File: config.mk
export PLATFORM = sky130hd
export DESIGN_NAME = scancode_to_ascii_fifo_core
export DESIGN_NICKNAME = d
export VERILOG_FILES = /design/src/hdl/sta_pkg.sv /design/src/hdl/sta_ram.sv /design/src/hdl/sta_front.sv /design/src/hdl/sta_cmdq.sv /design/src/hdl/sta_back.sv /design/src/hdl/scancode_to_ascii_fifo_core.sv
export SDC_FILE = /design/constraint.sdc
export NUM_CORES = 2
export LEC_CHECK = 0
export BUFFER_PORTS_ARGS = -buffer_cell sky130_fd_sc_hd__buf_2
export CAP_MARGIN = 20
export CORE_ASPECT_RATIO = 1.75
export CORE_MARGIN = 8
export CORE_UTILIZATION = 50
export CTS_CLUSTER_SIZE = 12
export DETAILED_ROUTE_END_ITERATION = 8
export GPL_ROUTABILITY_DRIVEN = 0
export PLACE_DENSITY = 0.65
export SLEW_MARGIN = 15
export SYNTH_ARGS = -nofsm -noshare
export SYNTH_HDL_FRONTEND = slang
export SYNTH_SLANG_ARGS = --single-unit
File: constraint.sdc
create_clock -name clock -period 4.95 [get_ports clock]
set_clock_uncertainty 0.1 [all_clocks]
set_input_delay 0.99 -clock clock [delete_from_list [all_inputs] [get_ports clock]]
set_output_delay 0.99 -clock clock [all_outputs]
set_load 0.005 [all_outputs]
File: src/hdl/sta_pkg.sv
// shared types, scancode constants and translation tables for the scancode to ascii block
package sta_pkg;

   // default ring depth; the ring holds one entry less than this
   localparam int STA_DEPTH = 256;

   // op selector values carried in req_tuser
   localparam logic OP_SCAN = 1'b0;
   localparam logic OP_READ = 1'b1;

   // special set-1 scancodes
   localparam logic [7:0] SC_LSHIFT_MAKE  = 8'h2A;
   localparam logic [7:0] SC_RSHIFT_MAKE  = 8'h36;
   localparam logic [7:0] SC_LSHIFT_BREAK = 8'hAA;
   localparam logic [7:0] SC_RSHIFT_BREAK = 8'hB6;
   localparam logic [7:0] SC_CAPS         = 8'h3A;

   // number of make codes that have a table entry
   localparam int TABLE_SIZE = 58;

   // lowercase letter bounds in 7-bit ascii
   localparam logic [6:0] CHAR_LOWER_A = 7'h61;
   localparam logic [6:0] CHAR_LOWER_Z = 7'h7A;

   // command passed from the front end to the fifo back end
   typedef struct packed {
      logic       is_read;
      logic [6:0] ch;
   } cmd_type;

   // unshifted key map
   localparam logic [6:0] PLAIN_MAP [0:TABLE_SIZE-1] = '{
      7'h00, 7'h1B, 7'h31, 7'h32, 7'h33, 7'h34, 7'h35, 7'h36, 7'h37, 7'h38,
      7'h39, 7'h30, 7'h2D, 7'h3D, 7'h08, 7'h09, 7'h71, 7'h77, 7'h65, 7'h72,
      7'h74, 7'h79, 7'h75, 7'h69, 7'h6F, 7'h70, 7'h5B, 7'h5D, 7'h0A, 7'h00,
      7'h61, 7'h73, 7'h64, 7'h66, 7'h67, 7'h68, 7'h6A, 7'h6B, 7'h6C, 7'h3B,
      7'h27, 7'h60, 7'h00, 7'h5C, 7'h7A, 7'h78, 7'h63, 7'h76, 7'h62, 7'h6E,
      7'h6D, 7'h2C, 7'h2E, 7'h2F, 7'h00, 7'h2A, 7'h00, 7'h20
   };

   // shifted key map
   localparam logic [6:0] UPPER_MAP [0:TABLE_SIZE-1] = '{
      7'h00, 7'h1B, 7'h21, 7'h40, 7'h23, 7'h24, 7'h25, 7'h5E, 7'h26, 7'h2A,
      7'h28, 7'h29, 7'h5F, 7'h2B, 7'h08, 7'h09, 7'h51, 7'h57, 7'h45, 7'h52,
      7'h54, 7'h59, 7'h55, 7'h49, 7'h4F, 7'h50, 7'h7B, 7'h7D, 7'h0A, 7'h00,
      7'h41, 7'h53, 7'h44, 7'h46, 7'h47, 7'h48, 7'h4A, 7'h4B, 7'h4C, 7'h3A,
      7'h22, 7'h7E, 7'h00, 7'h7C, 7'h5A, 7'h58, 7'h43, 7'h56, 7'h42, 7'h4E,
      7'h4D, 7'h3C, 7'h3E, 7'h3F, 7'h00, 7'h2A, 7'h00, 7'h20
   };

endpackage

File: src/hdl/sta_ram.sv
// generic simple dual port ram with registered read
module sta_ram #(
   parameter int WIDTH = 8,
   parameter int DEPTH = 256
) (
   input  logic                     clock,
   input  logic                     wr_en,
   input  logic [$clog2(DEPTH)-1:0] wr_addr,
   input  logic [WIDTH-1:0]         wr_data,
   input  logic                     rd_en,
   input  logic [$clog2(DEPTH)-1:0] rd_addr,
   output logic [WIDTH-1:0]         rd_data
);

   logic [WIDTH-1:0] mem_ff [0:DEPTH-1];
   logic [WIDTH-1:0] rd_data_ff;

   // write port
   always_ff @(posedge clock) begin
      if (wr_en) begin
         mem_ff[wr_addr] <= wr_data;
      end
   end

   // registered read port, holds when not enabled
   always_ff @(posedge clock) begin
      if (rd_en) begin
         rd_data_ff <= mem_ff[rd_addr];
      end
   end

   assign rd_data = rd_data_ff;

endmodule

File: src/hdl/sta_front.sv
// front end: accepts beats, tracks shift and caps lock, translates make codes
module sta_front (
   input  logic             clock,
   input  logic             reset,
   input  logic             req_tvalid,
   output logic             req_tready,
   input  logic [7:0]       req_tdata,   // [7:0] scan_code
   input  logic             req_tuser,   // [0] op
   output logic             cmd_valid,
   output sta_pkg::cmd_type cmd,
   input  logic             cmd_ready
);
   import sta_pkg::*;

   logic       shift_ff, shift_in;
   logic       caps_ff, caps_in;
   logic       accept;
   logic       is_scan;
   logic       in_table;
   logic       special;
   logic [5:0] tbl_idx;
   logic [6:0] base_ch;
   logic [6:0] upper_ch;
   logic       take_shifted;
   logic [6:0] xlat_ch;

   assign req_tready = cmd_ready;
   assign accept     = req_tvalid && req_tready;
   assign is_scan    = (req_tuser == OP_SCAN);

   // modifier key decode
   always_comb begin
      shift_in = shift_ff;
      caps_in  = caps_ff;
      special  = 1'b1;
      unique case (req_tdata) inside
         SC_LSHIFT_MAKE, SC_RSHIFT_MAKE:   shift_in = 1'b1;
         SC_LSHIFT_BREAK, SC_RSHIFT_BREAK: shift_in = 1'b0;
         SC_CAPS:                          caps_in  = ~caps_ff;
         default:                          special  = 1'b0;
      endcase
   end

   // table lookup; caps lock flips the shift only for letters
   assign in_table     = (req_tdata < 8'(TABLE_SIZE)) && !special;
   assign tbl_idx      = req_tdata[5:0];
   assign base_ch      = in_table ? PLAIN_MAP[tbl_idx] : 7'd0;
   assign upper_ch     = in_table ? UPPER_MAP[tbl_idx] : 7'd0;
   assign take_shifted = shift_ff ^ (caps_ff && base_ch >= CHAR_LOWER_A
                                             && base_ch <= CHAR_LOWER_Z);
   assign xlat_ch      = take_shifted ? upper_ch : base_ch;

   // command to the queue: every read, and every push of a nonzero character
   always_comb begin
      cmd.is_read = !is_scan;
      cmd.ch      = is_scan ? xlat_ch : 7'd0;
      cmd_valid   = req_tvalid && (!is_scan || xlat_ch != 7'd0);
   end

   // modifier state
   always_ff @(posedge clock) begin
      if (reset) begin
         shift_ff <= 1'b0;
         caps_ff  <= 1'b0;
      end else if (accept && is_scan) begin
         shift_ff <= shift_in;
         caps_ff  <= caps_in;
      end
   end

endmodule

File: src/hdl/sta_cmdq.sv
// two-entry command queue between front end and back end
module sta_cmdq (
   input  logic             clock,
   input  logic             reset,
   input  logic             in_valid,
   output logic             in_ready,
   input  sta_pkg::cmd_type in_cmd,
   output logic             out_valid,
   input  logic             out_ready,
   output sta_pkg::cmd_type out_cmd
);
   import sta_pkg::*;

   cmd_type    slot_ff [0:1];
   logic       wr_ptr_ff, rd_ptr_ff;
   logic [1:0] count_ff, count_in;
   logic       push, pop;

   assign in_ready  = (count_ff != 2'd2);
   assign out_valid = (count_ff != 2'd0);
   assign out_cmd   = slot_ff[rd_ptr_ff];
   assign push      = in_valid && in_ready;
   assign pop       = out_valid && out_ready;

   // occupancy
   always_comb begin
      count_in = count_ff;
      if (push && !pop) begin
         count_in = count_ff + 2'd1;
      end else if (pop && !push) begin
         count_in = count_ff - 2'd1;
      end
   end

   // pointers and count
   always_ff @(posedge clock) begin
      if (reset) begin
         wr_ptr_ff <= 1'b0;
         rd_ptr_ff <= 1'b0;
         count_ff  <= 2'd0;
      end else begin
         count_ff <= count_in;
         if (push) begin
            wr_ptr_ff <= ~wr_ptr_ff;
         end
         if (pop) begin
            rd_ptr_ff <= ~rd_ptr_ff;
         end
      end
   end

   // slot storage
   always_ff @(posedge clock) begin
      if (push) begin
         slot_ff[wr_ptr_ff] <= in_cmd;
      end
   end

endmodule

File: src/hdl/sta_back.sv
// back end: character ring fifo with push, pop and registered result beat
module sta_back #(
   parameter int DEPTH = sta_pkg::STA_DEPTH
) (
   input  logic             clock,
   input  logic             reset,
   input  logic             cmd_valid,
   output logic             cmd_ready,
   input  sta_pkg::cmd_type cmd,
   output logic             rsp_tvalid,
   input  logic             rsp_tready,
   output logic [7:0]       rsp_tdata,   // [6:0] character, [7] zero
   output logic             rsp_tuser    // [0] fifo_empty
);
   import sta_pkg::*;

   localparam int AW = $clog2(DEPTH);

   logic [AW-1:0] wr_ptr_ff, rd_ptr_ff;
   logic [AW-1:0] wr_next, rd_next;
   logic          empty, full;
   logic          out_free;
   logic          push_fire, read_fire, pop_fire;
   logic          valid_ff;
   logic          empty_ff;
   logic [6:0]    ram_rd_data;

   // ring status
   assign wr_next = (wr_ptr_ff == AW'(DEPTH - 1)) ? '0 : wr_ptr_ff + 1'b1;
   assign rd_next = (rd_ptr_ff == AW'(DEPTH - 1)) ? '0 : rd_ptr_ff + 1'b1;
   assign empty   = (rd_ptr_ff == wr_ptr_ff);
   assign full    = (wr_next == rd_ptr_ff);

   // a read waits for the output register; a push never waits
   assign out_free  = !valid_ff || rsp_tready;
   assign push_fire = cmd_valid && !cmd.is_read;
   assign read_fire = cmd_valid && cmd.is_read && out_free;
   assign pop_fire  = read_fire && !empty;
   assign cmd_ready = !cmd.is_read || out_free;

   sta_ram #(
      .WIDTH (7),
      .DEPTH (DEPTH)
   ) u_ram (
      .clock   (clock),
      .wr_en   (push_fire && !full),
      .wr_addr (wr_ptr_ff),
      .wr_data (cmd.ch),
      .rd_en   (pop_fire),
      .rd_addr (rd_ptr_ff),
      .rd_data (ram_rd_data)
   );

   // ring pointers
   always_ff @(posedge clock) begin
      if (reset) begin
         wr_ptr_ff <= '0;
         rd_ptr_ff <= '0;
      end else begin
         if (push_fire && !full) begin
            wr_ptr_ff <= wr_next;
         end
         if (pop_fire) begin
            rd_ptr_ff <= rd_next;
         end
      end
   end

   // result register; character comes straight from the ram output
   always_ff @(posedge clock) begin
      if (reset) begin
         valid_ff <= 1'b0;
      end else if (out_free) begin
         valid_ff <= read_fire;
      end
   end

   always_ff @(posedge clock) begin
      if (read_fire) begin
         empty_ff <= empty;
      end
   end

   assign rsp_tvalid = valid_ff;
   assign rsp_tdata  = {1'b0, (empty_ff ? 7'd0 : ram_rd_data)};
   assign rsp_tuser  = empty_ff;

   // a read always yields a result beat in the next cycle
   a_read_gives_beat: assert property (@(posedge clock) disable iff (reset)
      read_fire |=> rsp_tvalid)
      else $error("read did not produce a result beat");

   // a stalled result keeps its character while the ram output is held
   a_stall_holds_char: assert property (@(posedge clock) disable iff (reset)
      rsp_tvalid && !rsp_tready |=> rsp_tvalid && $stable(rsp_tdata))
      else $error("stalled result changed");

   // a push into a full ring is dropped
   a_full_drops: assert property (@(posedge clock) disable iff (reset)
      push_fire && full |=> $stable(wr_ptr_ff))
      else $error("push into full ring moved the write pointer");

   // a pop from a non-empty ring advances the read pointer
   a_pop_advances: assert property (@(posedge clock) disable iff (reset)
      pop_fire |=> rd_ptr_ff != $past(rd_ptr_ff))
      else $error("pop did not advance the read pointer");

endmodule

File: src/hdl/scancode_to_ascii_fifo_core.sv
// top level of the set-1 scancode to ascii translator with character fifo
// Each req beat is either a set-1 scancode (tuser 0) or a read request (tuser 1). Scancodes
// update shift and caps lock or are translated and pushed into a ring fifo of DEPTH-1
// characters; a push into a full fifo is dropped, and scancodes give no rsp beat. Each read
// gives one rsp beat with the popped character, or character 0 with fifo_empty set. One beat
// is accepted every cycle while the command queue has room: the front end translates in the
// accept cycle and hands pushes and reads to a two-entry command queue; the back end retires
// one command per cycle, a read only while the result register is free, against a ram with
// one write and one registered read port. A read passes the queue slot and result register;
// a stalled rsp side holds reads in the queue while scancodes flow on until the queue fills.
module scancode_to_ascii_fifo_core #(
   parameter int DEPTH = sta_pkg::STA_DEPTH
) (
   input  logic       clock,
   input  logic       reset,
   input  logic       req_tvalid,
   output logic       req_tready,
   input  logic [7:0] req_tdata,   // [7:0] scan_code
   input  logic       req_tuser,   // [0] op
   output logic       rsp_tvalid,
   input  logic       rsp_tready,
   output logic [7:0] rsp_tdata,   // [6:0] character, [7] zero
   output logic       rsp_tuser    // [0] fifo_empty
);
   import sta_pkg::*;

   logic    f_valid, f_ready;
   cmd_type f_cmd;
   logic    b_valid, b_ready;
   cmd_type b_cmd;

   // translate and classify
   sta_front u_front (
      .clock      (clock),
      .reset      (reset),
      .req_tvalid (req_tvalid),
      .req_tready (req_tready),
      .req_tdata  (req_tdata),
      .req_tuser  (req_tuser),
      .cmd_valid  (f_valid),
      .cmd        (f_cmd),
      .cmd_ready  (f_ready)
   );

   // decoupling queue
   sta_cmdq u_cmdq (
      .clock     (clock),
      .reset     (reset),
      .in_valid  (f_valid),
      .in_ready  (f_ready),
      .in_cmd    (f_cmd),
      .out_valid (b_valid),
      .out_ready (b_ready),
      .out_cmd   (b_cmd)
   );

   // character fifo
   sta_back #(
      .DEPTH (DEPTH)
   ) u_back (
      .clock      (clock),
      .reset      (reset),
      .cmd_valid  (b_valid),
      .cmd_ready  (b_ready),
      .cmd        (b_cmd),
      .rsp_tvalid (rsp_tvalid),
      .rsp_tready (rsp_tready),
      .rsp_tdata  (rsp_tdata),
      .rsp_tuser  (rsp_tuser)
   );

endmodule
==> flow_summary_export.csv <==
group,metric,value,unit
synthesis,synth.top_cell.area_share,74.9,%
synthesis,async_reset_ff_share,0,%
routing,vias_per_cell,6.35,
clock_tree,cts_root_buf,"clkbuf_16",
final_layout,area_growth,10.1,%
synthesis,synth_area_leaders,"edfxtp_1, mux4_2, nor2_1",
routing,ant_nets,0,
final_layout,drive_above_1_share,27.1,%
routing,route.detailed.drc,0,
synthesis,synth.distinct_cells,66,
synthesis,syn_area,0.0728,sq mm
synthesis,yosysMostFrequentCell,"edfxtp_1",
sta,whs,0.411,ns
sta,setup_viol_count_final,0,
synthesis,synth_area_per_cell,22.1,sq um
synthesis,synth_edf_count,1816,
routing,avgRoutedWirePerCell,31.9,um
grt,grt_pass1_vias,35700,
clock_tree,cts_setup_buffers,0,
outcome,outcome,"finished clean",
synthesis,syn_inst,3299,
synthesis,synth_seq_cells,1840,
hold_path,hp-class,"reg2reg",
placed_design,dp_hpwl,106000,um
sta,worst_slack,0.937,ns
synthesis,ys_warn_count,0,
routing,drt_iter0_markers,3305,
grt,grt_pass1_wl,249000,um
grt,antenna_found_initial,2,
grt,grt_max_degree,142,
synthesis,ys.flop_type,"edfxtp_1",
clock_tree,cts_resized,0,
setup_path,endpoint_kind,"flop",
floorplanning,die_w,305,um
floorplanning,ioPinCount,24,
routing,wirelength,169000,um
sta,setup-tns-final,0,ns
synthesis,yosysSeqAreaShare,75.5,%
floorplanning,core_area,0.145,sq mm
setup_path,start_kind,"flop",
placed_design,placed_cell_area,0.0756,sq mm
floorplanning,die_h,521,um
placed_design,numPortBuffers,22,
placed_design,dpl_worst_slack,0.301,ns
final_layout,final_area,0.0802,sq mm
clock_tree,clock_sinks,1840,
placed_design,dp_cells,5079,
sta,worstMarginPinSlew,1.12,ns
sta,fin_crit_sh,81.1,%
grt,overflow,0,
sta,fmax,249,MHz
setup_path,cp_max_fo,14,
setup_path,criticalPathCategory,"reg2reg",
setup_path,slowest_stage,"nor2_1",
power,cellLeakagePower,23.6,nW
clock_tree,htreeDepth,4,
final_layout,final_nets,3415,
floorplanning,num_rows,185,
sta,rsz0062_at_grt,"no",
grt,grt_util_all_layers,21.3,%
clock_tree,cts_made_buffers,172,
setup_path,cpPeakStageDelay,0.69,ns
floorplanning,initial_core_util,50.3,%
power,powerDensity,428,mW/mm^2
clock_tree,cts_tree,"yes",
setup_path,regToRegSetupSlack,0.94,ns
clock_tree,cts.path.max_buffers,3,
clock_tree,insertion_delay,0.77,ns
sta,finalHoldViolCount,0,
clock_tree,postCtsHoldBufs,0,
final_layout,stdcell_count,5293,
setup_path,critical_path_required,5.25,ns
synthesis,syn_nets,3331,
synthesis,synth_area_leader_cell,"edfxtp_1",
sta,slew_viol_final,0,
sta,relSlewSlack,25.2,%
setup_path,arrival,4.31,ns
synthesis,ys_top_cells_by_count,"edfxtp_1, mux4_2, nor2_1",
power,max-vdd-ir-drop,0.621,mV
routing,vias,33600,
sta,period_needed,4.01,ns
floorplanning,dieArea,0.159,sq mm
setup_path,critical_path.cell_chain,"ha_1 -> inv_1 -> nor3_1 -> a21oi_1 -> xnor2_1 -> a41oi_1 -> buf_4 -> and2_1 -> nand2_1 -> buf_4 -> nor2_1",
setup_path,crit_top_cell,"buf_4",
clock_tree,cts.clk_slew.worst_paths,0.06,ns
job,cap_viol_max_count,0,
routing,drtPass1Iterations,7,
-- worst paths after layout --
check / from / to / cells after the start
max: u_back.wr_ptr_ff[1]$_SDFFE_PP0P_ / u_back.u_ram.mem_ff[244][1]$_DFFE_PP_ / 11
min: u_cmdq.rd_ptr_ff$_SDFFE_PP0P_ / u_cmdq.rd_ptr_ff$_SDFFE_PP0P_ / 2
max reg2reg: u_back.wr_ptr_ff[1]$_SDFFE_PP0P_ / u_back.u_ram.mem_ff[244][1]$_DFFE_PP_ / 11
min reg2reg: u_cmdq.rd_ptr_ff$_SDFFE_PP0P_ / u_cmdq.rd_ptr_ff$_SDFFE_PP0P_ / 2
-- state kept, by name (all words and copies together) (netlist names), named ones only --
signal	cells
u_back.rd_ptr_ff	8
u_cmdq.rd_ptr_ff	1
u_cmdq.wr_ptr_ff	1
u_front.shift_ff	1
u_back.u_ram.rd_data	7
u_back.rsp_tvalid	1
u_back.wr_ptr_ff	8
u_cmdq.count_ff	2
u_back.u_ram.mem_ff	1792
u_front.caps_ff	1
u_back.rsp_tuser	1
u_cmdq.slot_ff	16
-- kinds of logic after synthesis --
family,after synthesis,synth area share [%]
flops,1840,75.5
mux,620,18.8
simple gates,463,2.70
buf+inv,221,1.26
compound gates,106,0.990
xor+xnor,29,0.378
fa+ha+maj,19,0.326
other cells,1,0.00515
-- per-stage QoR --
step	power, mW	util (%)
detailed placement	23.1	52.1
finish	34.3	55.3
CTS	34.6	55.3
floorplan	21.4	-
global placement	22.9	52.1
global route	35.3	55.3
-- cell type report --
class                           count  area (sq um)
Inverter                           18          67.6
Clock inverter                     13           198
Antenna cell                        2          5.00
Tap cell                         1870          2340
Clock buffer                      199          4440
Sequential cell                  1840         55000
Multi-Input combinational cell   1238         17000
Fill cell                       10500         64700
Timing Repair Buffer              113          1120
-- where the power goes --
part / internal (mW) / switching [mW] / total (mW)
Combinational: 1.37 / 2.71 / 4.08
Sequential: 18.5 / 0.0796 / 18.6
Clock: 6.29 / 5.33 / 11.6
Total: 26.2 / 8.12 / 34.3
-- worst max-delay path, delay by kind of cell (launching register included) --
kind,cells,cell delay (ns)
adder cells (fa/ha/maj),1,0.33
XOR/XNOR,1,0.15
buffers and inverters,3,0.68
AO/OA/AOI/OAI,2,0.35
AND/OR/NAND/NOR,4,1.47
flip-flops,1,0.53
-- layout by cell type, fill, tap and decap left out, drive strengths merged, types with 5 or more instances in the layout --
master | synthesis | final
mux2i | 9 | 9
and2 | 11 | 11
nand4 | 5 | 5
o21ai | 18 | 18
a21oi | 29 | 29
nor3 | 8 | 8
nor2b | 16 | 16
dfxtp | 24 | 24
buf | 80 | 113
nand2b | 13 | 13
inv | 17 | 24
a22oi | 5 | 5
mux4 | 597 | 597
nor2 | 315 | 315
xor2 | 10 | 10
nand2 | 57 | 57
edfxtp | 1816 | 1816
nand3 | 15 | 15
a31oi | 6 | 6
clkinv | 1 | 6
ha | 19 | 19
mux2 | 14 | 14
clkbuf | 123 | 199
xnor2 | 18 | 18
-- layer usage --
| layer | part of all wire (%) | global-route usage [%] | wire, um |
|---|---|---|---|
| met5 | 0 | 0 | 0 |
| met4 | 3.9 | 7.74 | 6680 |
| met3 | 5.6 | 2.77 | 9530 |
| met1 | 36 | 25.6 | 60200 |
| met2 | 55 | 39.3 | 92700 |
(Power assumes the default switching activity.)
